File: config.mk
export PLATFORM = sky130hd
export DESIGN_NAME = crc_checked_command_deframer_flat
export DESIGN_NICKNAME = d
export VERILOG_FILES = /design/src/design/crcd_pkg.sv /design/src/design/crcd_ifs.sv /design/src/design/crc_checked_command_deframer.sv /design/src/design/crcd_result_buf.sv /design/src/flat_wrapper.sv
export SDC_FILE = /design/constraint.sdc
export NUM_CORES = 1
export LEC_CHECK = 0
export BUFFER_PORTS_ARGS = -buffer_cell sky130_fd_sc_hd__buf_2
export CAP_MARGIN = 20
export CORE_ASPECT_RATIO = 0.5
export CORE_MARGIN = 8
export CORE_UTILIZATION = 45
export DETAILED_ROUTE_END_ITERATION = 6
export PLACE_DENSITY_LB_ADDON = 0.05
export SYNTH_ARGS = -nofsm -noshare
export SYNTH_HDL_FRONTEND = slang
export SYNTH_SLANG_ARGS = --single-unit
File: constraint.sdc
create_clock -name clk_i -period 11.8 [get_ports clk_i]
set_clock_uncertainty 0.1 [all_clocks]
set_input_delay 2.36 -clock clk_i [delete_from_list [all_inputs] [get_ports clk_i]]
set_output_delay 2.36 -clock clk_i [all_outputs]
set_load 0.05 [all_outputs]
File: src/design/crcd_pkg.sv
// Shared constants, types and functions of the command frame deframer.
package crcd_pkg;

  // Longest frame: set parameter. Checking is eager, so the buffer never holds more.
  localparam int unsigned FRAME_MAX = 18;
  localparam int unsigned FILL_W    = $clog2(FRAME_MAX + 1);
  localparam int unsigned HDR_BYTES = 4;

  localparam logic [7:0] MAGIC_LO    = 8'hB2;
  localparam logic [7:0] MAGIC_HI    = 8'hA1;
  localparam logic [7:0] VERSION     = 8'h01;
  localparam logic [7:0] TYPE_TARE   = 8'h10;
  localparam logic [7:0] TYPE_CAL    = 8'h11;
  localparam logic [7:0] TYPE_GETCFG = 8'h12;
  localparam logic [7:0] TYPE_SETPRM = 8'h13;

  localparam logic [15:0] CRC_INIT = 16'hFFFF;
  localparam logic [15:0] CRC_POLY = 16'h1021;

  localparam logic [FILL_W-1:0] LEN_NONE   = FILL_W'(0);
  localparam logic [FILL_W-1:0] LEN_SHORT  = FILL_W'(8);
  localparam logic [FILL_W-1:0] LEN_CAL    = FILL_W'(10);
  localparam logic [FILL_W-1:0] LEN_SETPRM = FILL_W'(18);

  typedef enum logic [1:0] {
    KIND_TARE,
    KIND_CAL,
    KIND_GETCFG,
    KIND_SETPRM
  } kind_e;

  // What the arriving byte does to the buffer.
  typedef enum logic [1:0] {
    ACT_STORE,
    ACT_DROP1,
    ACT_DROP2,
    ACT_FLUSH
  } act_e;

  typedef struct packed {
    kind_e       kind;
    logic [31:0] float_value;
    logic [7:0]  setting_id;
    logic        param_known;
    logic [31:0] int_value;
  } result_t;

  // One byte of CRC-16/CCITT, MSB first.
  function automatic logic [15:0] crc_byte(logic [15:0] crc, logic [7:0] b);
    logic [15:0] c;
    c = crc ^ {b, 8'h00};
    for (int i = 0; i < 8; i++) begin
      c = c[15] ? ((c << 1) ^ CRC_POLY) : (c << 1);
    end
    return c;
  endfunction

  function automatic logic [FILL_W-1:0] frame_len(logic [7:0] kind_byte);
    logic [FILL_W-1:0] len;
    case (kind_byte)
      TYPE_TARE:   len = LEN_SHORT;
      TYPE_CAL:    len = LEN_CAL;
      TYPE_GETCFG: len = LEN_SHORT;
      TYPE_SETPRM: len = LEN_SETPRM;
      default:     len = LEN_NONE;
    endcase
    return len;
  endfunction

  function automatic logic id_known(logic [7:0] id);
    return id inside {[8'd1:8'd4], [8'd7:8'd11]};
  endfunction

endpackage

File: src/design/crcd_ifs.sv
// Valid/ready channel interfaces for received bytes and decoded commands.
interface crcd_in_if;
  logic       valid;
  logic       ready;
  logic [7:0] rx_byte;

  modport source (output valid, output rx_byte, input ready);
  modport sink   (input valid, input rx_byte, output ready);
endinterface

interface crcd_out_if;
  logic        valid;
  logic        ready;
  logic [1:0]  command_kind;
  logic [31:0] float_value;
  logic [7:0]  setting_id;
  logic        param_known;
  logic [31:0] int_value;

  modport source (output valid, output command_kind, output float_value, output setting_id,
                  output param_known, output int_value, input ready);
  modport sink   (input valid, input command_kind, input float_value, input setting_id,
                  input param_known, input int_value, output ready);
endinterface

File: src/design/crc_checked_command_deframer.sv
// Top level of the CRC-checked command frame deframer.
//
//   channel  dir  payload                                        handshake
//   rx_i     in   rx_byte[7:0]                                   valid/ready
//   cmd_o    out  command_kind, float_value, setting_id,         valid/ready
//                 param_known, int_value
//
// Every byte request is handled in the cycle it is accepted: the header checks,
// the CRC update and the trailer compare all sit between the buffer registers,
// so one byte is taken per clock while rx_i.ready is high, each CRC advancing by one byte-wide step.
// A decoded command with a good CRC is registered in the result buffer when its last byte is accepted.
// Reset empties the buffer and loads the CRC with FFFF; no clearing pass is needed.
// A two-entry result buffer lets bytes keep flowing while one command waits;
// rx_i.ready drops only when both entries are held by a stalled consumer.
module crc_checked_command_deframer import crcd_pkg::*; (
  input  logic       clk_i,
  input  logic       rst_ni,
  crcd_in_if.sink    rx_i,
  crcd_out_if.source cmd_o
);

  // Buffer of received bytes. Entries 0..3 hold the header and shift when a
  // bad header is dropped; the rest are written in place.
  logic [7:0]        store_q [FRAME_MAX];
  logic [7:0]        store_d [FRAME_MAX];
  logic [FILL_W-1:0] fill_q, fill_d;

  // The running CRC of the frame body, plus two spare CRCs that start at
  // buffer positions 1 and 2. When a bad header drops one or two bytes, the
  // spares already hold the CRC of what remains, so no recomputation is needed.
  logic [15:0] crc_a_q, crc_a_d;
  logic [15:0] crc_b_q, crc_b_d;
  logic [15:0] crc_c_q, crc_c_d;

  logic [7:0]        rx_byte;
  logic              accept;
  logic              buf_full;
  logic [7:0]        hdr_w [HDR_BYTES];
  logic [FILL_W-1:0] len_w;
  logic              at_hdr;
  logic              magic_ok, version_ok;
  logic              in_body;
  logic              complete;
  logic [7:0]        trailer_lo;
  logic              crc_ok;
  logic [15:0]       step_a, step_b, step_c, step_d;
  act_e              act;
  result_t           res;
  logic              res_push;

  assign rx_byte    = rx_i.rx_byte;
  assign rx_i.ready = !buf_full;
  assign accept     = rx_i.valid && !buf_full;

  // Header as it stands once the arriving byte is written.
  always_comb begin
    for (int k = 0; k < HDR_BYTES; k++) begin
      hdr_w[k] = (fill_q == FILL_W'(k)) ? rx_byte : store_q[k];
    end
  end

  assign len_w      = frame_len(hdr_w[3]);
  assign at_hdr     = (fill_q == FILL_W'(HDR_BYTES - 1));
  assign magic_ok   = (hdr_w[0] == MAGIC_LO) && (hdr_w[1] == MAGIC_HI);
  assign version_ok = (hdr_w[2] == VERSION);

  // A byte feeds the body CRC while it lies in the header or before the trailer.
  assign in_body  = (fill_q < FILL_W'(HDR_BYTES)) ||
                    (({1'b0, fill_q} + (FILL_W + 1)'(2)) < {1'b0, len_w});
  assign complete = (fill_q >= FILL_W'(HDR_BYTES)) && ((fill_q + FILL_W'(1)) == len_w);

  // Low byte of the trailer is already buffered; the high byte is arriving now.
  always_comb begin
    case (len_w)
      LEN_CAL:    trailer_lo = store_q[8];
      LEN_SETPRM: trailer_lo = store_q[16];
      default:    trailer_lo = store_q[6];
    endcase
  end

  assign crc_ok = ({rx_byte, trailer_lo} == crc_a_q);

  assign step_a = crc_byte(crc_a_q, rx_byte);
  assign step_b = crc_byte((fill_q <= FILL_W'(1)) ? CRC_INIT : crc_b_q, rx_byte);
  assign step_c = crc_byte((fill_q <= FILL_W'(2)) ? CRC_INIT : crc_c_q, rx_byte);
  assign step_d = crc_byte(CRC_INIT, rx_byte);

  // Header checks only matter when the fourth byte arrives; a header that
  // passes then stays good until the frame completes.
  always_comb begin
    if (at_hdr && !magic_ok) begin
      act = ACT_DROP1;
    end else if (at_hdr && (!version_ok || (len_w == LEN_NONE))) begin
      act = ACT_DROP2;
    end else if (complete) begin
      act = ACT_FLUSH;
    end else begin
      act = ACT_STORE;
    end
  end

  always_comb begin
    fill_d  = fill_q;
    crc_a_d = crc_a_q;
    crc_b_d = crc_b_q;
    crc_c_d = crc_c_q;
    for (int k = 0; k < FRAME_MAX; k++) begin
      store_d[k] = store_q[k];
    end
    if (accept) begin
      case (act)
        ACT_DROP1: begin
          // Slide the header down by one byte.
          fill_d     = FILL_W'(HDR_BYTES - 1);
          store_d[0] = hdr_w[1];
          store_d[1] = hdr_w[2];
          store_d[2] = hdr_w[3];
          crc_a_d    = step_b;
          crc_b_d    = step_c;
          crc_c_d    = step_d;
        end
        ACT_DROP2: begin
          // Slide the header down by two bytes.
          fill_d     = FILL_W'(HDR_BYTES - 2);
          store_d[0] = hdr_w[2];
          store_d[1] = hdr_w[3];
          crc_a_d    = step_c;
          crc_b_d    = step_d;
          crc_c_d    = step_d;
        end
        ACT_FLUSH: begin
          // Whole frame leaves the buffer, good or bad.
          fill_d  = '0;
          crc_a_d = CRC_INIT;
        end
        default: begin
          fill_d  = fill_q + FILL_W'(1);
          crc_a_d = in_body ? step_a : crc_a_q;
          crc_b_d = step_b;
          crc_c_d = step_c;
          for (int k = 0; k < FRAME_MAX; k++) begin
            if (fill_q == FILL_W'(k)) begin
              store_d[k] = rx_byte;
            end
          end
        end
      endcase
    end
  end

  // Decode the completed frame; fields not used by a kind read as zero.
  always_comb begin
    res             = '0;
    res.kind        = kind_e'(hdr_w[3][1:0]);
    if (hdr_w[3] == TYPE_CAL) begin
      res.float_value = {store_q[7], store_q[6], store_q[5], store_q[4]};
    end else if (hdr_w[3] == TYPE_SETPRM) begin
      res.float_value = {store_q[11], store_q[10], store_q[9], store_q[8]};
      res.setting_id  = store_q[4];
      res.param_known = id_known(store_q[4]);
      res.int_value   = {store_q[15], store_q[14], store_q[13], store_q[12]};
    end
  end

  assign res_push = accept && (act == ACT_FLUSH) && crc_ok;

  always_ff @(posedge clk_i or negedge rst_ni) begin
    if (!rst_ni) begin
      fill_q  <= '0;
      crc_a_q <= CRC_INIT;
      crc_b_q <= CRC_INIT;
      crc_c_q <= CRC_INIT;
    end else begin
      fill_q  <= fill_d;
      crc_a_q <= crc_a_d;
      crc_b_q <= crc_b_d;
      crc_c_q <= crc_c_d;
    end
  end

  always_ff @(posedge clk_i) begin
    for (int k = 0; k < FRAME_MAX; k++) begin
      store_q[k] <= store_d[k];
    end
  end

  crcd_result_buf u_result_buf (
    .clk_i       (clk_i),
    .rst_ni      (rst_ni),
    .push_i      (res_push),
    .push_data_i (res),
    .full_o      (buf_full),
    .res_o       (cmd_o)
  );

endmodule

File: src/design/crcd_result_buf.sv
// Two-entry result buffer: output register plus a skid register.
module crcd_result_buf import crcd_pkg::*; (
  input  logic        clk_i,
  input  logic        rst_ni,
  input  logic        push_i,
  input  result_t     push_data_i,
  output logic        full_o,
  crcd_out_if.source  res_o
);

  logic    out_valid_q, out_valid_d;
  logic    skid_valid_q, skid_valid_d;
  result_t out_q, out_d;
  result_t skid_q, skid_d;
  logic    pop;

  assign pop    = out_valid_q && res_o.ready;
  assign full_o = skid_valid_q;

  always_comb begin
    out_valid_d  = out_valid_q;
    skid_valid_d = skid_valid_q;
    out_d        = out_q;
    skid_d       = skid_q;
    if (skid_valid_q) begin
      if (pop) begin
        out_d        = skid_q;
        skid_valid_d = 1'b0;
      end
    end else if (push_i) begin
      if (!out_valid_q || pop) begin
        out_d       = push_data_i;
        out_valid_d = 1'b1;
      end else begin
        skid_d       = push_data_i;
        skid_valid_d = 1'b1;
      end
    end else if (pop) begin
      out_valid_d = 1'b0;
    end
  end

  always_ff @(posedge clk_i or negedge rst_ni) begin
    if (!rst_ni) begin
      out_valid_q  <= 1'b0;
      skid_valid_q <= 1'b0;
    end else begin
      out_valid_q  <= out_valid_d;
      skid_valid_q <= skid_valid_d;
    end
  end

  always_ff @(posedge clk_i) begin
    out_q  <= out_d;
    skid_q <= skid_d;
  end

  assign res_o.valid        = out_valid_q;
  assign res_o.command_kind = out_q.kind;
  assign res_o.float_value  = out_q.float_value;
  assign res_o.setting_id   = out_q.setting_id;
  assign res_o.param_known  = out_q.param_known;
  assign res_o.int_value    = out_q.int_value;

endmodule
File: src/flat_wrapper.sv
// flat-port wrapper written by rule: the top's interface ports become plain ports
module crc_checked_command_deframer_flat import crcd_pkg::*;
  (clk_i, rst_ni, rx_i_valid, rx_i_rx_byte, rx_i_ready, cmd_o_valid, cmd_o_command_kind, cmd_o_float_value, cmd_o_setting_id, cmd_o_param_known, cmd_o_int_value, cmd_o_ready);
  crcd_in_if rx_i_i ();
  crcd_out_if cmd_o_i ();
  input  logic clk_i;
  input  logic rst_ni;
  input wire logic [$bits(rx_i_i.valid)-1:0] rx_i_valid;
  input wire logic [$bits(rx_i_i.rx_byte)-1:0] rx_i_rx_byte;
  output wire logic [$bits(rx_i_i.ready)-1:0] rx_i_ready;
  output wire logic [$bits(cmd_o_i.valid)-1:0] cmd_o_valid;
  output wire logic [$bits(cmd_o_i.command_kind)-1:0] cmd_o_command_kind;
  output wire logic [$bits(cmd_o_i.float_value)-1:0] cmd_o_float_value;
  output wire logic [$bits(cmd_o_i.setting_id)-1:0] cmd_o_setting_id;
  output wire logic [$bits(cmd_o_i.param_known)-1:0] cmd_o_param_known;
  output wire logic [$bits(cmd_o_i.int_value)-1:0] cmd_o_int_value;
  input wire logic [$bits(cmd_o_i.ready)-1:0] cmd_o_ready;
  assign rx_i_i.valid = rx_i_valid;
  assign rx_i_i.rx_byte = rx_i_rx_byte;
  assign rx_i_ready = rx_i_i.ready;
  assign cmd_o_valid = cmd_o_i.valid;
  assign cmd_o_command_kind = cmd_o_i.command_kind;
  assign cmd_o_float_value = cmd_o_i.float_value;
  assign cmd_o_setting_id = cmd_o_i.setting_id;
  assign cmd_o_param_known = cmd_o_i.param_known;
  assign cmd_o_int_value = cmd_o_i.int_value;
  assign cmd_o_i.ready = cmd_o_ready;
  crc_checked_command_deframer u_core (.clk_i(clk_i), .rst_ni(rst_ni), .rx_i(rx_i_i), .cmd_o(cmd_o_i));
endmodule
* Word-level counts from Yosys, hierarchy flattened *
Memory sizes are Yosys's and may differ from the RTL's.
Cells that the tools add are included.

storage, ports and cells
  flip-flop bits (word level) = 205
  bits in writable memories = 144
  input port bits = 12
  output and inout bits = 77
  logic and storage cells = 217
  memories kept = 1

operators by class
  add/subtract/negate cells = 2
  magnitude comparators = 9
  equality and inequality tests = 36
  muxes and demuxes = 80
  bitwise operators = 39
  reduce and logical (&&, ||, !) cells = 34

memory list
  memory          depth  width  rd ports  clocked after Yosys merged registers in  write ports  line                                source
  u_core.store_q  18     8      17        0                                        18           crc_checked_command_deframer.sv:24  logic [7:0] store_q [FRAME_MAX];

operators by type and width
  operator            number
  $mux 13             32
  $mux 75             4
  $mux 144            1
  $mux 8              18
  $pmux 16 s3         3
  $mux 120            1
  $not 3->3           32
  $mux 73             1
  $mux 16             3
  $xor 16x16->16      3
  $eq 5x4->1 const B  9
  $mux 41             1
  $eq 8x5->1 const B  4
  $mux 32             1
  $pmux 16 s2         1
  $pmux 8 s2          2
  $pmux 5 s3          2
  $eq 5x3->1 const B  4
  $eq 16x16->1        1
  $eq 8x8->1 const B  2
  $not 16->16         1
  $eq 5x5->1 const B  3
  $reduce_and 3->1    4
  $eq 5x2->1 const B  2
  other kinds (32)    65

* Depth between registers and ports, before layout *
  depth after elaboration = 20
  gate-level depth with buffers = 15
  gate-level depth less buffers = 12

* By module *
Synthesis repeated with hierarchy kept, for this count alone.

unflattened totals
  cells, all modules = 1162
  area total of the unflattened synthesis = 16499.6 sq um

modules (own cells, without submodules)
  module                        times used  cells an instance  area each (sq um)  sequential area each (sq um)
  crc_checked_command_deframer  1           917                10593.9            5470.2
  crcd_result_buf               1           245                5905.7             4554.4

* Worst setup path before layout *
No wires, ideal clock.

  path kind = in2reg
  start = input rx_i_rx_byte[3]
  end = register u_core.u_result_buf.skid_q[0] (netlist bit) (enable)
  library setup time = 0.616 ns
  data arrival time = 9.850 ns
  data required time = 11.084 ns
  path slack = 1.234 ns
  cell stages on the path = 9
  path buffers = 2
  cells stage by stage = clkbuf_1 -> or3_1 -> a2111oi_4 -> nor3_1 -> or3b_1 -> buf_2 -> nor4_1 -> nand4_1 -> nor3b_1

between the ends
  cells in the longest elaborated chain, start to end = 13
  elaborated cells between the ends (all ways) = 33
  those cells by class = eq/ne: 12; mux: 9; reduce/logical: 12

ends and longest elaborated chain
  what                                                   line                                                                    source
  start, declared                                        flat_wrapper.sv:9                                                       input wire logic [$bits(rx_i_i.rx_byte)-1:0] rx_i_rx_byte;
  $mux 8                                                 -
  $eq 8x5->1                                             crcd_pkg.sv:60                                                          case (kind_byte)
  $reduce_or 2->1 (no line)                              -
  $pmux 5 s3                                             crcd_pkg.sv:60
  $eq 5x5->1 or $logic_not 5->1 (tied branches)          crc_checked_command_deframer.sv:70, crc_checked_command_deframer.sv:93
  $logic_and 1x1->1 or $logic_or 1x1->1 (tied branches)  crc_checked_command_deframer.sv:70, crc_checked_command_deframer.sv:93
  $mux 2 or $logic_and 1x1->1 (tied branches)            crc_checked_command_deframer.sv:95, crc_checked_command_deframer.sv:93
  $mux 2                                                 crc_checked_command_deframer.sv:93                                      end else if (at_hdr && (!version_ok || (len_w == LEN_NONE))) begin
  $mux 2                                                 crc_checked_command_deframer.sv:91                                      if (at_hdr && !magic_ok) begin
  $eq 2x2->1                                             crc_checked_command_deframer.sv:165                                     assign res_push = accept && (act == ACT_FLUSH) && crc_ok;
  $logic_and 1x1->1                                      crc_checked_command_deframer.sv:165
  $logic_and 1x1->1 (*)                                  crc_checked_command_deframer.sv:165
  $reduce_and 3->1 (no line) (*)                         -
  end signal, assigned                                   crcd_result_buf.sv:55                                                   skid_q <= skid_d;
  end, declared                                          crcd_result_buf.sv:14                                                   result_t skid_q, skid_d;

Every way passes the cells marked *; elsewhere a longest branch is shown, timed or not.
A chain may end at the register's enable or synchronous reset.

* Worst setup path after layout *
  start = input rx_i_rx_byte[5]
  end = register u_core.crc_a_q[4]

between the ends
  cells in the longest elaborated chain, start to end = 12
  elaborated cells between the ends (all ways) = 33
  those cells by class = order compare: 1; eq/ne: 11; mux: 9; reduce/logical: 12

ends and longest elaborated chain
  what                                                   line                                                                    source
  $mux 8                                                 -
  $eq 8x5->1                                             crcd_pkg.sv:60
  $reduce_or 2->1 (no line)                              -
  $pmux 5 s3                                             crcd_pkg.sv:60
  $eq 5x5->1 or $logic_not 5->1 (tied branches)          crc_checked_command_deframer.sv:70, crc_checked_command_deframer.sv:93
  $logic_and 1x1->1 or $logic_or 1x1->1 (tied branches)  crc_checked_command_deframer.sv:70, crc_checked_command_deframer.sv:93
  $mux 2 or $logic_and 1x1->1 (tied branches)            crc_checked_command_deframer.sv:95, crc_checked_command_deframer.sv:93
  $mux 2                                                 crc_checked_command_deframer.sv:93
  $mux 2                                                 crc_checked_command_deframer.sv:91
  $eq 2x1->1 or $eq 2x2->1 (tied branches)               crc_checked_command_deframer.sv:111                                     case (act)
  $reduce_bool 4->1 (no line)                            -
  $reduce_and 2->1 (no line)                             -
  end signal, assigned                                   crc_checked_command_deframer.sv:175                                     crc_a_q <= crc_a_d;
  end, declared                                          crc_checked_command_deframer.sv:31                                      logic [15:0] crc_a_q, crc_a_d;

Several ways; a longest one is shown, not always the timed one.

==> reports/results.tsv <==
stage	metric	value	unit
status	status	finished clean	
cts	Num CTS Buffers	31	
cts	post-CTS resize count	0	
placement	pre-CTS WS	4670	ps
critical_path	crit-path cells	buf_2 -> buf_4 -> or3b_2 -> a2111oi_4 -> nor3_1 -> or3b_1 -> o21ai_2 -> o31a_1 -> mux2_2	
finish	fin util	51.4	%
detailed_routing	DR WL/cell	21.8	um
power_and_ir_drop	total chip power	4050	uW
critical_path	Critical Path AT	6380	ps
sta	hold_ws	370	ps
die	Die ar.	43300	um^2
placement	GP Congestion	0.876	
power_and_ir_drop	sw frac	32.6	%
global_route	initial antenna violation count	0	
synthesis	synth unique cells	79	
critical_path	Crit-path slowest cell	o31a_1	
synthesis	Mapped Cells	1301	
global_route	largest net degree at the start of global routing	76	
cts	CTS Root Cell	clkbuf_16	
cts	# Post-CTS Setup Buffers	0	
detailed_routing	Vias/cell	5.69	
sta	unrepaired setup endpoints after global routing	false	
synthesis	register bit total from synthesis	341	
synthesis	Synth Net Count	1323	
finish	Inserted Diodes	0	
synthesis	Seq/Total Area, Yosys	60.9	%
sta	final worst slack	5850	ps
die	# rows	49	
global_route	vias in the first global route	10400	
synthesis	top_reg_cell synth	edfxtp_1	
critical_path	Crit Path Class	primary input to register	
detailed_routing	detailed-route via count	10700	
power_and_ir_drop	NetSw	1320	uW
die	number of top-level pins	89	
sta	worst-margin pin slew	1120	ps
power_and_ir_drop	Power Density	219	nW/um^2
cts	CTS hold repair buffers	0	
critical_path	FF-to-FF Start	u_core.fill_q[0]$_DFFE_PN0P_	
cts	Max clock buf depth	3	
critical_path	Worst EP required	12230	ps
detailed_routing	DRC errors left	0	
finish	most frequent cells in the layout	286 x edfxtp_1, 172 x nand2_1, 88 x buf_2	
critical_path	worst stage delay on the critical path	920	ps
global_route	GRT Util Overall	18.5	%
die	Die Width	286	um
power_and_ir_drop	Clk pwr share	25.9	%
finish	commonest non-fill, non-tap cell in the layout	edfxtp_1	
sta	Min Clock Period, post-route	5950	ps
synthesis	post-synth design cell area	16500	um^2
placement	placed wire-length estimate	26000	um
die	Initial Util	45.7	%
synthesis	asr flop ratio synth	16.1	%
critical_path	CP delay by family, top	compound AO/OA/AOI/OAI gates	
cts	TritonCTS clock tree	built	
sta	final hold vios	0	
power_and_ir_drop	LEAKAGE	0.00718	uW
worst_hold_path	hold_sp	u_core.crc_c_q[0]$_DFFE_PN1P_	
detailed_routing	initial drt markers	833	
placement	PortBufs	88	
worst_hold_path	Hold Crit Class	register to register	
critical_path	Critical path buffers and inverters	2	
finish	share of cells above drive strength 1	23.4	%
sta	highest clock rate	168	MHz
cts	CTS clk-pin slew, worst paths	60	ps
detailed_routing	final antenna-violating net count	0	
power_and_ir_drop	Max rail drop VDD	138	uV
cts	Worst-Skew Late Latency	600	ps
sta	count of final setup violators	0	
critical_path	nature of the critical path endpoint	register	
job	maxcap violations	0	
power_and_ir_drop	Logic pwr share	32.8	%
finish	final net count	1393	
global_route	Overflow after GRT	0	
critical_path	Critical path origin	rx_i_rx_byte[5]	
power_and_ir_drop	Flop pwr share	41.2	%
detailed_routing	Detailed Routing Iterations Pass 1	5	
critical_path	Max FO, Critical Path	35	
sta	Tcrit/Tclk final	50.5	%
die	die height	151	um
power_and_ir_drop	Cell Int Power	2730	uW
die	core area	36000	um^2
global_route	first-pass GRT wire length	63100	um
cts	CTS Sinks	341	
finish	synth-to-layout area growth	12.5	%
sta	Slew Viols, Final	0	
detailed_routing	drt total wl	40900	um
sta	Rel. slew slack	25.1	%
synthesis	Ys Warns	0	
critical_path	crit path launch type	primary input	
synthesis	number of enable flip-flop cells after synthesis	286	
finish	Filler cells	3113	
sta	setup TNS	0	ps
cts	H-tree Lvls	1	
synthesis	Avg Cell Area, Syn	12.7	um^2
[state kept, by name, summed over array words and instances (netlist names)]
signal / cells
u_core.u_result_buf.res_o.param_known: 1
u_core.u_result_buf.res_o.int_value: 32
u_core.store_q: 136
u_core.u_result_buf.res_o.valid: 1
u_core.u_result_buf.skid_q: 75
u_core.u_result_buf.res_o.setting_id: 8
u_core.u_result_buf.res_o.float_value: 32
u_core.fill_q: 5
u_core.u_result_buf.full_o: 1
u_core.crc_b_q: 16
u_core.crc_c_q: 16
u_core.u_result_buf.res_o.command_kind: 2
u_core.crc_a_q: 16
[worst reg2reg max path: stages, from the launching register on]
cell       delay (ps)
dfrtp_1           610
ha_1              450
or4b_1            890
a2111oi_4         510
nor3_1             80
or3b_1            550
o21ai_2           760
o31a_1            920
mux2_2            430
[cell usage after synthesis, drive strengths merged, types with 4 or more instances]
master     n  share of area [%]
a211oi     9               0.41
a21oi     67                2.0
a22o       9               0.48
a22oi     11               0.50
a2bb2oi    8               0.43
a31oi      8               0.34
a32oi     12               0.64
and2      50                1.9
and3       5               0.19
and4       4               0.21
buf       22               0.74
clkbuf    53                1.2
dfrtp      7                1.1
dfstp     48                7.7
edfxtp   286                 52
ha        10               0.76
inv       25               0.57
mux2      92                6.4
mux2i     24                1.5
nand2    172                3.9
nand2b     4               0.15
nand3     10               0.30
nand3b     5               0.23
nand4      6               0.23
nor2      59                1.3
nor2b     11               0.42
nor3      18               0.55
nor4      12               0.53
nor4b     11               0.71
o211ai     9               0.44
o21a       4               0.18
o21ai     55                1.8
o22ai     19               0.72
o32a       4               0.24
or3       10               0.38
or4b       6               0.36
xnor2     55                2.9
xnor3     12                1.6
xor2      26                1.4
[metal layers]
| layer | track usage (%) | vias to the layer above | routed length [um] |
|---|---|---|---|
| met4 | 3.78 | 0 | 701 |
| met2 | 28.5 | 335 | 18100 |
| met1 | 27.4 | 5337 | 19600 |
| met5 | 0 | - | 0 |
| met3 | 3.19 | 61 | 2590 |
| li1 | - | 4966 | - |
[cell families after synthesis]
logic type	after synthesis	synth area share, %
flip-flops	341	60.9
adder cells (fa/ha/maj)	10	0.760
XOR/XNOR	93	5.95
AO/OA/AOI/OAI	246	10.0
buffers and inverters	100	2.52
AND/OR/NAND/NOR	395	12.0
multiplexers	116	7.84
[metrics by stage]
step	cell area, um^2	std cells
final	18500	1879
after CTS	18400	1875
after floorplan	16500	1301
after global placement	17400	1817
after global routing	18500	1879
after detailed placement	17400	1818
[power groups by stage]
| stage | Sequential, uW | Combinational [uW] | Clock, uW |
|---|---|---|---|
| after floorplan | 1630 | 1060 | 0 |
| after global placement | 1690 | 1300 | 0 |
| after detailed placement | 1690 | 1310 | 0 |
| after CTS | 1670 | 1320 | 1080 |
| after global routing | 1690 | 1460 | 1120 |
| final | 1670 | 1330 | 1050 |
[worst paths after layout]
| path | endpoint | slack, ps | cells after the start |
|---|---|---|---|
| setup / recovery | u_core.crc_a_q[4]$_DFFE_PN1P_ | 5850 | 9 |
| min in group asynchronous | u_core.fill_q[4]$_DFFE_PN0P_ | 1820 | 2 |
| hold reg to reg | u_core.crc_c_q[0]$_DFFE_PN1P_ | 370 | 2 |
| max in group asynchronous | u_core.u_result_buf.full_o$_DFF_PN0_ | 9310 | 2 |
| hold / removal | u_core.crc_c_q[0]$_DFFE_PN1P_ | 370 | 2 |
| setup reg to reg | u_core.crc_a_q[4]$_DFFE_PN1P_ | 6430 | 8 |
[final cells by class]
cell class | instances | area, um^2 | share of cell area (%)
inverter | 25 | 95.1 | 0.514
clock inverter | 21 | 241 | 1.30
timing repair buffer | 112 | 661 | 3.57
clock buffer | 36 | 795 | 4.29
multi-input combinational | 860 | 6090 | 32.9
tap | 484 | 606 | 3.27
sequential | 341 | 10000 | 54.2
(Power assumes the default switching activity.)
